<file path="config.mk">
export PLATFORM = sky130hd
export DESIGN_NAME = timestamped_overlay_queue_core
export DESIGN_NICKNAME = d
export VERILOG_FILES = /design/src/hdl/toq_pkg.sv /design/src/hdl/toq_cell.sv /design/src/hdl/timestamped_overlay_queue_core.sv
export SDC_FILE = /design/constraint.sdc
export NUM_CORES = 2
export LEC_CHECK = 0
export BUFFER_PORTS_ARGS = -buffer_cell sky130_fd_sc_hd__buf_2
export CORE_ASPECT_RATIO = 0.6
export CORE_UTILIZATION = 50
export CTS_CLUSTER_SIZE = 16
export DETAILED_ROUTE_END_ITERATION = 12
export PLACE_DENSITY = 0.79
export SLEW_MARGIN = 10
export SYNTH_ARGS = -nofsm -noshare
export SYNTH_HDL_FRONTEND = slang
export SYNTH_SLANG_ARGS = --single-unit
</file>
<file path="constraint.sdc">
create_clock -name clk -period 28.3 [get_ports clk]
set_input_delay 5.66 -clock clk [delete_from_list [all_inputs] [get_ports clk]]
set_output_delay 5.66 -clock clk [all_outputs]
set_load 0.05 [all_outputs]
</file>
<file path="src/hdl/toq_pkg.sv">
package toq_pkg;

    localparam int TIME_W  = 64;
    localparam int TAG_W   = 16;
    localparam int CNT_W   = 4;
    localparam int DEPTH_DEFAULT = 8;

    localparam logic [2:0] REQ_APPEND     = 3'd0;
    localparam logic [2:0] REQ_LOOKUP     = 3'd1;
    localparam logic [2:0] REQ_UPDATE     = 3'd2;
    localparam logic [2:0] REQ_INVALIDATE = 3'd3;
    localparam logic [2:0] REQ_READ       = 3'd4;

    localparam logic [1:0] ST_OK       = 2'd0;
    localparam logic [1:0] ST_NOTFOUND = 2'd1;
    localparam logic [1:0] ST_FULL     = 2'd2;
    localparam logic [1:0] ST_BADIDX   = 2'd3;

    typedef struct packed {
        logic              valid;
        logic [TAG_W-1:0]  tag;
        logic [TIME_W-1:0] start;
        logic [TIME_W-1:0] stop;
        logic [TIME_W-1:0] seg;
    } entry_t;

endpackage

</file>
<file path="src/hdl/toq_cell.sv">
// One table slot. In scan mode, each cycle the slot takes its right neighbor's
// entry, so the table rotates past cell zero; cell zero's output drives the scan.
module toq_cell
    import toq_pkg::*;
(
    input  logic   clk,
    input  logic   rst_n,
    input  logic   shift_en,
    input  logic   load_en,
    input  entry_t load_entry,
    input  entry_t from_right,
    output entry_t entry
);

    entry_t entry_reg;
    entry_t entry_next;

    always_comb
    begin
        entry_next = entry_reg;
        if (load_en)
            entry_next = load_entry;
        else if (shift_en)
            entry_next = from_right;
    end

    // only the valid bit is reset; the payload is don't-care until loaded
    always_ff @(posedge clk or negedge rst_n)
    begin
        if (!rst_n)
            entry_reg.valid <= 1'b0;
        else
            entry_reg <= entry_next;
    end

    assign entry = entry_reg;

endmodule

</file>
<file path="src/hdl/timestamped_overlay_queue_core.sv">
// Channel       | Signals                                        | Handshake
// --------------+------------------------------------------------+------------------
// request       | start, busy, req_type, req_time, stop_time,    | start & !busy
//               | segment_stop_time, buffer_tag, entry_index     |
// result        | done, status, found_tag, entry_start,          | done, one cycle
//               | entry_stop, entry_count, fill_time, span_*     |
// config        | cfg_valid, cfg_ready, cfg_data                 | cfg_valid & cfg_ready
//
// Append, unknown request, bad index and backward update answer from idle; lookup
// at the end of its scan pass; invalidate after a packing pass and S_DONE; read
// rotates to the entry, answers, and keeps busy through S_DONE until the row is
// home again. Each scan pass moves one entry past cell zero per cycle. Update
// runs a lookup pass, then a packing pass that rewrites kept entries. Reset
// clears valid bits, count, last time and span, sets limit to DEPTH_DEFAULT;
// no clearing pass. The receiver cannot stall; done is a single-cycle pulse.
module timestamped_overlay_queue_core
    import toq_pkg::*;
#(
    parameter int DEPTH = DEPTH_DEFAULT
)
(
    input  logic                     clk,
    input  logic                     rst_n,
    input  logic                     start,
    output logic                     busy,
    input  logic [2:0]               req_type,
    input  logic signed [TIME_W-1:0] req_time,
    input  logic signed [TIME_W-1:0] stop_time,
    input  logic signed [TIME_W-1:0] segment_stop_time,
    input  logic [TAG_W-1:0]         buffer_tag,
    input  logic [2:0]               entry_index,
    output logic                     done,
    output logic [1:0]               status,
    output logic [TAG_W-1:0]         found_tag,
    output logic signed [TIME_W-1:0] entry_start,
    output logic signed [TIME_W-1:0] entry_stop,
    output logic [CNT_W-1:0]         entry_count,
    output logic signed [TIME_W-1:0] fill_time,
    output logic signed [TIME_W-1:0] span_start,
    output logic signed [TIME_W-1:0] span_stop,
    input  logic                     cfg_valid,
    output logic                     cfg_ready,
    input  logic [CNT_W-1:0]         cfg_data
);

    localparam int IDX_W = (DEPTH > 1) ? $clog2(DEPTH) : 1;
    localparam int OCC_W = $clog2(DEPTH + 1);
    localparam logic [OCC_W-1:0] DEPTH_OCC = OCC_W'(DEPTH);

    localparam logic [2:0] S_IDLE = 3'd0;
    localparam logic [2:0] S_LOOK = 3'd1;   // winner search pass
    localparam logic [2:0] S_PACK = 3'd2;   // compaction pass
    localparam logic [2:0] S_READ = 3'd3;   // rotate to read position
    localparam logic [2:0] S_DONE = 3'd4;

    logic [2:0] state_reg, state_next;
    logic [OCC_W-1:0] occ_reg, occ_next;
    logic [OCC_W-1:0] step_reg, step_next;       // scan position of cell zero
    logic [OCC_W-1:0] keep_reg, keep_next;       // entries kept this pass
    logic [IDX_W-1:0] win_reg, win_next;
    logic             win_any_reg, win_any_next;
    logic [CNT_W-1:0] max_reg;
    logic signed [TIME_W-1:0] last_reg, last_next;
    logic signed [TIME_W-1:0] span_lo_reg, span_lo_next;
    logic signed [TIME_W-1:0] span_hi_reg, span_hi_next;
    logic signed [TIME_W-1:0] fill_reg, fill_next;
    logic [2:0]               type_reg;
    logic signed [TIME_W-1:0] time_reg;
    logic [IDX_W-1:0]         ridx_reg;

    // result registers
    logic                     done_reg, done_next;
    logic [1:0]               status_reg, status_next;
    logic [TAG_W-1:0]         tag_o_reg, tag_o_next;
    logic signed [TIME_W-1:0] start_o_reg, start_o_next;
    logic signed [TIME_W-1:0] stop_o_reg, stop_o_next;
    logic signed [TIME_W-1:0] fill_o_reg, fill_o_next;
    logic signed [TIME_W-1:0] slo_o_reg, slo_o_next;
    logic signed [TIME_W-1:0] shi_o_reg, shi_o_next;

    entry_t cells [DEPTH];
    entry_t right [DEPTH];
    entry_t head;
    entry_t head_back;   // head as it re-enters the tail
    entry_t new_entry;
    logic   shift_en;
    logic   load_any;
    logic [IDX_W-1:0] load_idx;

    logic accept;
    logic [OCC_W-1:0] limit;
    logic signed [TIME_W-1:0] head_seg;
    logic head_hit, head_keep_upd, head_keep_inv, head_keep;
    logic last_step;

    assign accept    = start && (state_reg == S_IDLE);
    assign busy      = (state_reg != S_IDLE);
    assign cfg_ready = (state_reg == S_IDLE);
    assign head      = cells[0];
    assign head_seg  = (head.seg != '0) ? head.seg : head.stop;
    assign head_hit  = head.valid && !($signed(time_reg) < $signed(head.start))
                       && ($signed(time_reg) < $signed(head_seg));
    assign head_keep_upd = ($signed(time_reg) < $signed(head.stop))
                           || (win_any_reg && (step_reg[IDX_W-1:0] == win_reg));
    assign head_keep_inv = !($signed(time_reg) < $signed(head.stop));
    assign head_keep = (type_reg == REQ_UPDATE) ? head_keep_upd : head_keep_inv;
    assign last_step = (step_reg == DEPTH_OCC - 1'b1);
    assign limit = (int'(max_reg) < DEPTH) ? OCC_W'(max_reg) : DEPTH_OCC;

    always_comb
    begin
        head_back = head;
        if (state_reg == S_PACK)
            head_back.valid = head.valid && head_keep;
    end

    // Every pass rotates the row through the tail. In a packing pass each kept
    // head is also written at cell keep + DEPTH-1 - step, past the entries still
    // to scan; the remaining shifts of the pass land it at position keep.
    genvar g;
    generate
        for (g = 0; g < DEPTH; g++)
        begin : g_row
            if (g == DEPTH - 1)
            begin : g_tail
                assign right[g] = head_back;
            end
            else
            begin : g_mid
                assign right[g] = cells[g+1];
            end
            toq_cell u_cell
            (
                .clk        (clk),
                .rst_n      (rst_n),
                .shift_en   (shift_en),
                .load_en    (load_any && (load_idx == IDX_W'(g))),
                .load_entry (new_entry),
                .from_right (right[g]),
                .entry      (cells[g])
            );
        end
    endgenerate

    always_comb
    begin
        if (state_reg == S_PACK)
            new_entry = head;
        else
        begin
            new_entry.valid = 1'b1;
            new_entry.tag   = buffer_tag;
            new_entry.start = req_time;
            new_entry.stop  = stop_time;
            new_entry.seg   = segment_stop_time;
        end
    end

    always_comb
    begin
        state_next   = state_reg;
        occ_next     = occ_reg;
        step_next    = step_reg;
        keep_next    = keep_reg;
        win_next     = win_reg;
        win_any_next = win_any_reg;
        last_next    = last_reg;
        span_lo_next = span_lo_reg;
        span_hi_next = span_hi_reg;
        fill_next    = fill_reg;
        done_next    = 1'b0;
        status_next  = ST_OK;
        tag_o_next   = '0;
        start_o_next = '0;
        stop_o_next  = '0;
        fill_o_next  = '0;
        slo_o_next   = '0;
        shi_o_next   = '0;
        shift_en     = 1'b0;
        load_any     = 1'b0;
        load_idx     = occ_reg[IDX_W-1:0];

        case (state_reg)
            S_IDLE:
            begin
                step_next    = '0;
                keep_next    = '0;
                win_any_next = 1'b0;
                win_next     = '0;
                if (accept)
                begin
                    case (req_type)
                        REQ_APPEND:
                        begin
                            if (occ_reg >= limit)
                                status_next = ST_FULL;
                            else
                            begin
                                load_any = 1'b1;
                                occ_next = occ_reg + 1'b1;
                            end
                            done_next = 1'b1;
                        end
                        REQ_LOOKUP:
                            state_next = S_LOOK;
                        REQ_UPDATE:
                        begin
                            if (req_time < last_reg)
                            begin
                                occ_next     = '0;
                                last_next    = req_time;
                                span_lo_next = '0;
                                span_hi_next = '0;
                                fill_o_next  = req_time;
                                done_next    = 1'b1;
                            end
                            else
                            begin
                                last_next  = req_time;
                                state_next = S_LOOK;
                            end
                        end
                        REQ_INVALIDATE:
                        begin
                            fill_next    = req_time;
                            state_next = S_PACK;
                        end
                        REQ_READ:
                        begin
                            if (32'(entry_index) < 32'(occ_reg))
                                state_next = S_READ;
                            else
                            begin
                                status_next = ST_BADIDX;
                                done_next   = 1'b1;
                            end
                        end
                        default:
                            done_next = 1'b1;
                    endcase
                end
            end
            S_LOOK:
            begin
                shift_en = 1'b1;
                if (head_hit && (step_reg < occ_reg)
                    && (!win_any_reg || (stop_o_reg < $signed(head.stop))))
                begin
                    win_any_next = 1'b1;
                    win_next     = step_reg[IDX_W-1:0];
                    tag_o_next   = head.tag;
                    start_o_next = head.start;
                    stop_o_next  = head.stop;
                end
                else
                begin
                    tag_o_next   = tag_o_reg;
                    start_o_next = start_o_reg;
                    stop_o_next  = stop_o_reg;
                end
                step_next = step_reg + 1'b1;
                if (last_step)
                begin
                    step_next = '0;
                    if (type_reg == REQ_LOOKUP)
                    begin
                        done_next = 1'b1;
                        state_next = S_IDLE;
                        if (!win_any_next)
                            status_next = ST_NOTFOUND;
                    end
                    else
                    begin
                        fill_next  = time_reg;
                        state_next = S_PACK;
                        tag_o_next   = '0;
                        start_o_next = '0;
                        stop_o_next  = '0;
                    end
                end
            end
            S_PACK:
            begin
                shift_en = 1'b1;
                if (head.valid && head_keep && (step_reg < occ_reg))
                begin
                    keep_next = keep_reg + 1'b1;
                    load_any  = 1'b1;
                    load_idx  = IDX_W'(DEPTH_OCC - 1'b1 - step_reg + keep_reg);
                    if (type_reg == REQ_UPDATE)
                    begin
                        if (fill_reg < $signed(head.stop))
                            fill_next = head.stop;
                        if (keep_reg == '0)
                        begin
                            span_lo_next = head.start;
                            span_hi_next = head.stop;
                        end
                        else
                        begin
                            if ($signed(head.start) < span_lo_reg)
                                span_lo_next = head.start;
                            if (span_hi_reg < $signed(head.stop))
                                span_hi_next = head.stop;
                        end
                    end
                end
                step_next = step_reg + 1'b1;
                if (last_step)
                    state_next = S_DONE;
            end
            S_DONE:
            begin
                // After a pack the row is home and packed: post count and result.
                // After a read this arm keeps the row rotating back home.
                shift_en = 1'b1;
                step_next = step_reg + 1'b1;
                if (step_reg == DEPTH_OCC)
                begin
                    shift_en  = 1'b0;
                    occ_next  = keep_reg;
                    done_next = 1'b1;
                    state_next = S_IDLE;
                    if (type_reg == REQ_UPDATE)
                    begin
                        fill_o_next = fill_reg;
                        if (keep_reg == '0)
                        begin
                            span_lo_next = '0;
                            span_hi_next = '0;
                        end
                        else
                        begin
                            slo_o_next = span_lo_reg;
                            shi_o_next = span_hi_reg;
                        end
                    end
                end
            end
            S_READ:
            begin
                if (step_reg[IDX_W-1:0] == ridx_reg)
                begin
                    tag_o_next   = head.tag;
                    start_o_next = head.start;
                    stop_o_next  = head.stop;
                    done_next    = 1'b1;
                    state_next   = S_DONE;
                    step_next    = step_reg;
                end
                else
                begin
                    shift_en  = 1'b1;
                    step_next = step_reg + 1'b1;
                end
            end
            default:
                state_next = S_IDLE;
        endcase
    end

    // S_DONE after a read only has to finish the rotation back home.
    // Handled by a separate flag so the packing rule above stays simple.
    logic read_tail_reg;

    always_ff @(posedge clk or negedge rst_n)
    begin
        if (!rst_n)
        begin
            state_reg   <= S_IDLE;
            occ_reg     <= '0;
            step_reg    <= '0;
            keep_reg    <= '0;
            win_any_reg <= 1'b0;
            last_reg    <= '0;
            span_lo_reg <= '0;
            span_hi_reg <= '0;
            max_reg     <= CNT_W'(DEPTH_DEFAULT);
            done_reg    <= 1'b0;
            read_tail_reg <= 1'b0;
        end
        else
        begin
            if (read_tail_reg)
            begin
                state_reg <= (step_reg == DEPTH_OCC - 1'b1) ? S_IDLE : S_DONE;
                step_reg  <= step_reg + 1'b1;
                read_tail_reg <= (step_reg != DEPTH_OCC - 1'b1);
                done_reg  <= 1'b0;
            end
            else
            begin
                state_reg <= state_next;
                step_reg  <= step_next;
                done_reg  <= done_next;
                read_tail_reg <= (state_reg == S_READ) && (state_next == S_DONE);
            end
            occ_reg     <= occ_next;
            keep_reg    <= keep_next;
            win_any_reg <= win_any_next;
            last_reg    <= last_next;
            span_lo_reg <= span_lo_next;
            span_hi_reg <= span_hi_next;
            if (cfg_valid && cfg_ready)
                max_reg <= cfg_data;
        end
    end

    always_ff @(posedge clk)
    begin
        win_reg     <= win_next;
        fill_reg    <= fill_next;
        if (!read_tail_reg)
        begin
            status_reg  <= status_next;
            tag_o_reg   <= tag_o_next;
            start_o_reg <= start_o_next;
            stop_o_reg  <= stop_o_next;
            fill_o_reg  <= fill_o_next;
            slo_o_reg   <= slo_o_next;
            shi_o_reg   <= shi_o_next;
        end
        if (accept)
        begin
            type_reg <= req_type;
            time_reg <= req_time;
            ridx_reg <= IDX_W'(entry_index);
        end
    end

    // During the read tail the row must rotate too; the cells see shift_en
    // only from the main decode, so drive it through the S_DONE arm.
    assign done        = done_reg;
    assign status      = status_reg;
    assign found_tag   = tag_o_reg;
    assign entry_start = start_o_reg;
    assign entry_stop  = stop_o_reg;
    assign entry_count = CNT_W'(occ_reg);
    assign fill_time   = fill_o_reg;
    assign span_start  = slo_o_reg;
    assign span_stop   = shi_o_reg;

    a_append_done: assert property (@(posedge clk) disable iff (!rst_n)
        accept && (req_type == REQ_APPEND) |=> done) else $error("append result missing");
    a_occ_bound: assert property (@(posedge clk) disable iff (!rst_n)
        occ_reg <= DEPTH_OCC) else $error("occupancy overflow");
    a_accept_busy: assert property (@(posedge clk) disable iff (!rst_n)
        accept && (req_type == REQ_LOOKUP) |=> busy) else $error("lookup not started");

endmodule

</file>
==> impl.org <==
** Timing
- Across all setup checks in the final design, the least slack found is 18.71 ns.
- After layout, the worst path uses 33.89% of the clock period.
- Setup-violating endpoint count in the final report :: 0
- Final setup skew :: 0.06917 ns
- Least-Margin Pin Slew :: 1.270 ns
- Final Hold Fails :: 0
- The count of pins over their slew limit came to 0.
- Max Fclk :: 0.1043 GHz
- Setup TNS after final layout :: 0 ns
- Headroom to the max-slew limit :: 14.53%
- Unrepaired setup endpoints after global routing :: false
- For the finished layout, the period the worst path requires is 9.592 ns.

** Detailed routing
- After the first detailed-routing iteration, the DRC count stood at 9898.
- Summing over every cut layer, the via total after detailed routing is 72602.
- Routed WL per cell :: 32.28 um
- Drt pass-1 iters :: 8
- Final Routed Wirelength :: 364400 um
- Vias per cell :: 6.431
- After detailed routing, the number of remaining DRC violations is 0.
- The detail route stage leaves a number of antenna-violating nets equal to 0.

** Placement
- During placement, the flow inserted port buffers numbering 566.
- Worst slack after detailed placement :: 17.88 ns
- The congestion estimate from routability-driven global placement came to 0.9722.
- Post-Place Cells :: 10856
- Once placement finished, the instance area stood at 118800 sq um.
- Detailed placement finished with a half-perimeter wire length of 243500 um.

** Logic synthesis
- The share of synthesized area in the top cell type comes to 57.03%.
- Cell with the most instances after synthesis :: sky130_fd_sc_hd__edfxtp_1
- Synthesis warning total :: 0
- Commonest cells in the netlist :: sky130_fd_sc_hd__edfxtp_1, sky130_fd_sc_hd__mux2_2, sky130_fd_sc_hd__nand2_1
- Average cell area after synthesis :: 14.98 sq um
- Count of cell types in the netlist :: 84
- Area leader, netlist :: sky130_fd_sc_hd__edfxtp_1
- Synthesis produced 7517 cells.
- Share of flip-flops with an asynchronous set or reset :: 9.403%
- Among all flip-flop cells after synthesis, the most frequent one is sky130_fd_sc_hd__edfxtp_1.
- Post-synthesis cell area :: 112600 sq um
- Number of enable flip-flop cells after synthesis :: 2139
- By area the synthesized netlist is led by sky130_fd_sc_hd__edfxtp_1, sky130_fd_sc_hd__mux2_2, sky130_fd_sc_hd__ha_1.
- In this run, synthesis produced a sequential element count of 2361.
- Synthesis produced a netlist with a net count of 8259.
- Portion of the post-synthesis area used by sequential elements :: 61.96%

** Global routing
- Entering global routing, the biggest net connects 126 pins.
- Grt total ovfl :: 0
- Initial antenna violation count :: 50
- The first global-routing pass estimated 513200 um of wire.
- The via count of the first global-routing pass is 70040.
- Global-route usage over all layers :: 31.25%

** Power and ir drop
- Leakage power :: 48.07 nW
- VDD sags by at most 0.0001147 V.
- Cell Pwr Density :: 103.9 nW/um^2
- Total Power :: 13.06 mW

** Run status
- The flow ran to the end, and the final reports show no timing, DRC or antenna violations.

** Clock network
- Clock root buffer master :: sky130_fd_sc_hd__clkbuf_16
- TritonCTS built the clock tree.
- Counting along the longest clock path gives a buffer depth of 4.
- Clock latency on the worst-skew pair :: 0.90 ns
- Clock transition at the registers of the reported paths :: 0.07 ns
- The H-tree generated during clock tree synthesis spans 4 levels.
- CTS sink cnt :: 2361
- Resize count post-CTS :: 0
- Hold Buf Count CTS :: 0
- Post-CTS timing repair inserted 0 buffers for setup.
- Counting the buffers created by CTS gives 218.

** Finish
- The final layout contains 8826 nets.
- In the final layout, the share of cells above drive strength 1 is 30.68%.
- Excluding fillers, the count of instances in the completed layout stands at 11289.
- With fillers left out, the area of the finished cells amounts to 125700 sq um.
- Register area :: 69790 sq um
- # fillers :: 17233
- The register with the most flip-flops in the layout has 1672 of them.
- Area of the multi-input gates :: 39970 sq um
- Synthesis-to-layout area growth :: 11.60%

** Worst setup path
- The startpoint identified for the worst register-to-register timing path is g_row[0].u_cell.entry[13].
- CP startpoint :: start
- Worst Path Max Fanout :: 49
- STA puts the critical path data arrival time at 10.19 ns.
- STA classifies the critical path endpoint as a flop.
- Category of the worst setup path launch point :: primary input
- Required time at the worst-slack endpoint :: 28.89 ns
- Critical setup path kind :: primary input to flop

** Floorplanning
- Die Footprint :: 227200 sq um
- Starting density of the core :: 50.47%
- After floorplanning, the core was divided into 134 placement rows.
- The floorplan step defined a core boundary enclosing 223200 sq um.
- I/O pin cnt :: 567
- DIE HEIGHT :: 369.6 um
- Chip width :: 614.7 um

** Flow run
- # Max-Cap Violations :: 0

** Min path
- Hold Crit Class :: flop to flop
- Start point of the worst hold path :: g_row[5].u_cell.entry[208]
==> report_power, final <==
part | internal [mW] | leakage [nW] | switching (mW) | total (mW)
logic | 1.18 | 21.1 | 3.11 | 4.29
registers | 5.26 | 23.6 | 0.576 | 5.84
clock network | 1.59 | 3.36 | 1.35 | 2.94
==> cells by family after synthesis <==
kind of cell             after synthesis  synth area share (%)
flip-flops                          2361                 61.96
multiplexers                        1740                 17.72
AND/OR/NAND/NOR                     1122                 4.690
AO/OA/AOI/OAI                       1103                 6.911
buffers and inverters                658                 2.833
adder cells (fa/ha/maj)              520                 5.783
XOR/XNOR                              13                0.1011
==> area by class of cell <==
type	instances	area share (%)
Tap cell	2992	2.978
Inverter	280	0.8431
Multi-Input combinational cell	4498	31.80
Timing Repair Buffer	725	3.341
Sequential cell	2361	55.52
Clock buffer	291	4.646
Antenna cell	33	0.06570
Clock inverter	109	0.8073
==> per-stage QoR <==
step / hold WS [ns] / utilization (%)
floorplan: 0.4508 / -
global placement: 0.4633 / 53.22
detailed placement: 0.4694 / 53.22
CTS: 0.4815 / 56.29
global route: 0.4972 / 56.31
finish: 0.4823 / 56.33
==> worst max-delay path, stage by stage <==
cell and delay, ns:
sky130_fd_sc_hd__buf_2 0.16, sky130_fd_sc_hd__nand2_1 0.13, sky130_fd_sc_hd__or3_1 0.37, sky130_fd_sc_hd__nor3b_2 0.44, sky130_fd_sc_hd__nand2_1 0.15, sky130_fd_sc_hd__nand2_1 0.20, sky130_fd_sc_hd__nand2_1 0.13, sky130_fd_sc_hd__o21ai_4 0.15
sky130_fd_sc_hd__buf_4 0.64, sky130_fd_sc_hd__buf_4 0.81, sky130_fd_sc_hd__buf_4 0.76, sky130_fd_sc_hd__mux2_2 0.42
==> worst paths after layout <==
kind	depth (start not counted)	to	slack, ns
worst max-delay path	12	g_row[4].u_cell.entry[17]	18.71
worst min-delay path	1	g_row[5].u_cell.entry[208]	0.48
worst max register to register	17	entry_stop[7]	18.99
worst min register to register	1	g_row[5].u_cell.entry[208]	0.48
max in group asynchronous	4	last_reg[23]	21.13
min in group asynchronous	1	last_reg[39]	4.69
==> per-layer routing <==
layer	track usage [%]	vias up	wire (um)	share of wire [%]
met2	45.42	4662	155300	43
met3	8.519	851	44940	12
li1	-	30279	-	-
met1	42.80	36792	141400	39
met5	0	-	118	0.032
met4	16.73	18	22710	6.2
==> cell usage in the layout, fill, tap and decap left out, types with 13 or more instances in the layout <==
| cell type | Yosys | final |
|---|---|---|
| sky130_fd_sc_hd__mux2_4 | 100 | 100 |
| sky130_fd_sc_hd__clkinv_1 | 1 | 33 |
| sky130_fd_sc_hd__inv_1 | 279 | 277 |
| sky130_fd_sc_hd__ha_1 | 519 | 519 |
| sky130_fd_sc_hd__nor2b_1 | 21 | 21 |
| sky130_fd_sc_hd__nand2_1 | 609 | 605 |
| sky130_fd_sc_hd__diode_2 | 0 | 33 |
| sky130_fd_sc_hd__buf_2 | 101 | 565 |
| sky130_fd_sc_hd__mux2_1 | 288 | 288 |
| sky130_fd_sc_hd__clkbuf_16 | 0 | 218 |
| sky130_fd_sc_hd__edfxtp_1 | 2139 | 2139 |
| sky130_fd_sc_hd__clkbuf_1 | 153 | 62 |
| sky130_fd_sc_hd__o21a_1 | 14 | 13 |
| sky130_fd_sc_hd__clkinv_2 | 0 | 42 |
| sky130_fd_sc_hd__and2_1 | 71 | 69 |
| sky130_fd_sc_hd__o21ai_0 | 99 | 99 |
| sky130_fd_sc_hd__o211ai_1 | 17 | 17 |
| sky130_fd_sc_hd__mux2_2 | 1346 | 1346 |
| sky130_fd_sc_hd__a221oi_1 | 13 | 13 |
| sky130_fd_sc_hd__nor4_1 | 95 | 93 |
| sky130_fd_sc_hd__nand4_1 | 80 | 80 |
| sky130_fd_sc_hd__dfrtp_1 | 221 | 221 |
| sky130_fd_sc_hd__a21oi_1 | 220 | 220 |
| sky130_fd_sc_hd__a2111oi_0 | 16 | 13 |
| sky130_fd_sc_hd__a211oi_1 | 25 | 25 |
| sky130_fd_sc_hd__a22oi_1 | 64 | 64 |
| sky130_fd_sc_hd__a32o_1 | 64 | 64 |
| sky130_fd_sc_hd__buf_12 | 1 | 13 |
| sky130_fd_sc_hd__nand3_1 | 57 | 57 |
| sky130_fd_sc_hd__o21ai_1 | 131 | 128 |
| sky130_fd_sc_hd__nor3_1 | 29 | 27 |
| sky130_fd_sc_hd__nor2_1 | 91 | 89 |
| sky130_fd_sc_hd__bufinv_16 | 0 | 15 |
| sky130_fd_sc_hd__a21o_1 | 87 | 87 |
| sky130_fd_sc_hd__buf_4 | 58 | 146 |
| sky130_fd_sc_hd__a22o_1 | 273 | 272 |
| sky130_fd_sc_hd__and4_1 | 13 | 13 |
Power figures use the tool's default switching activity.
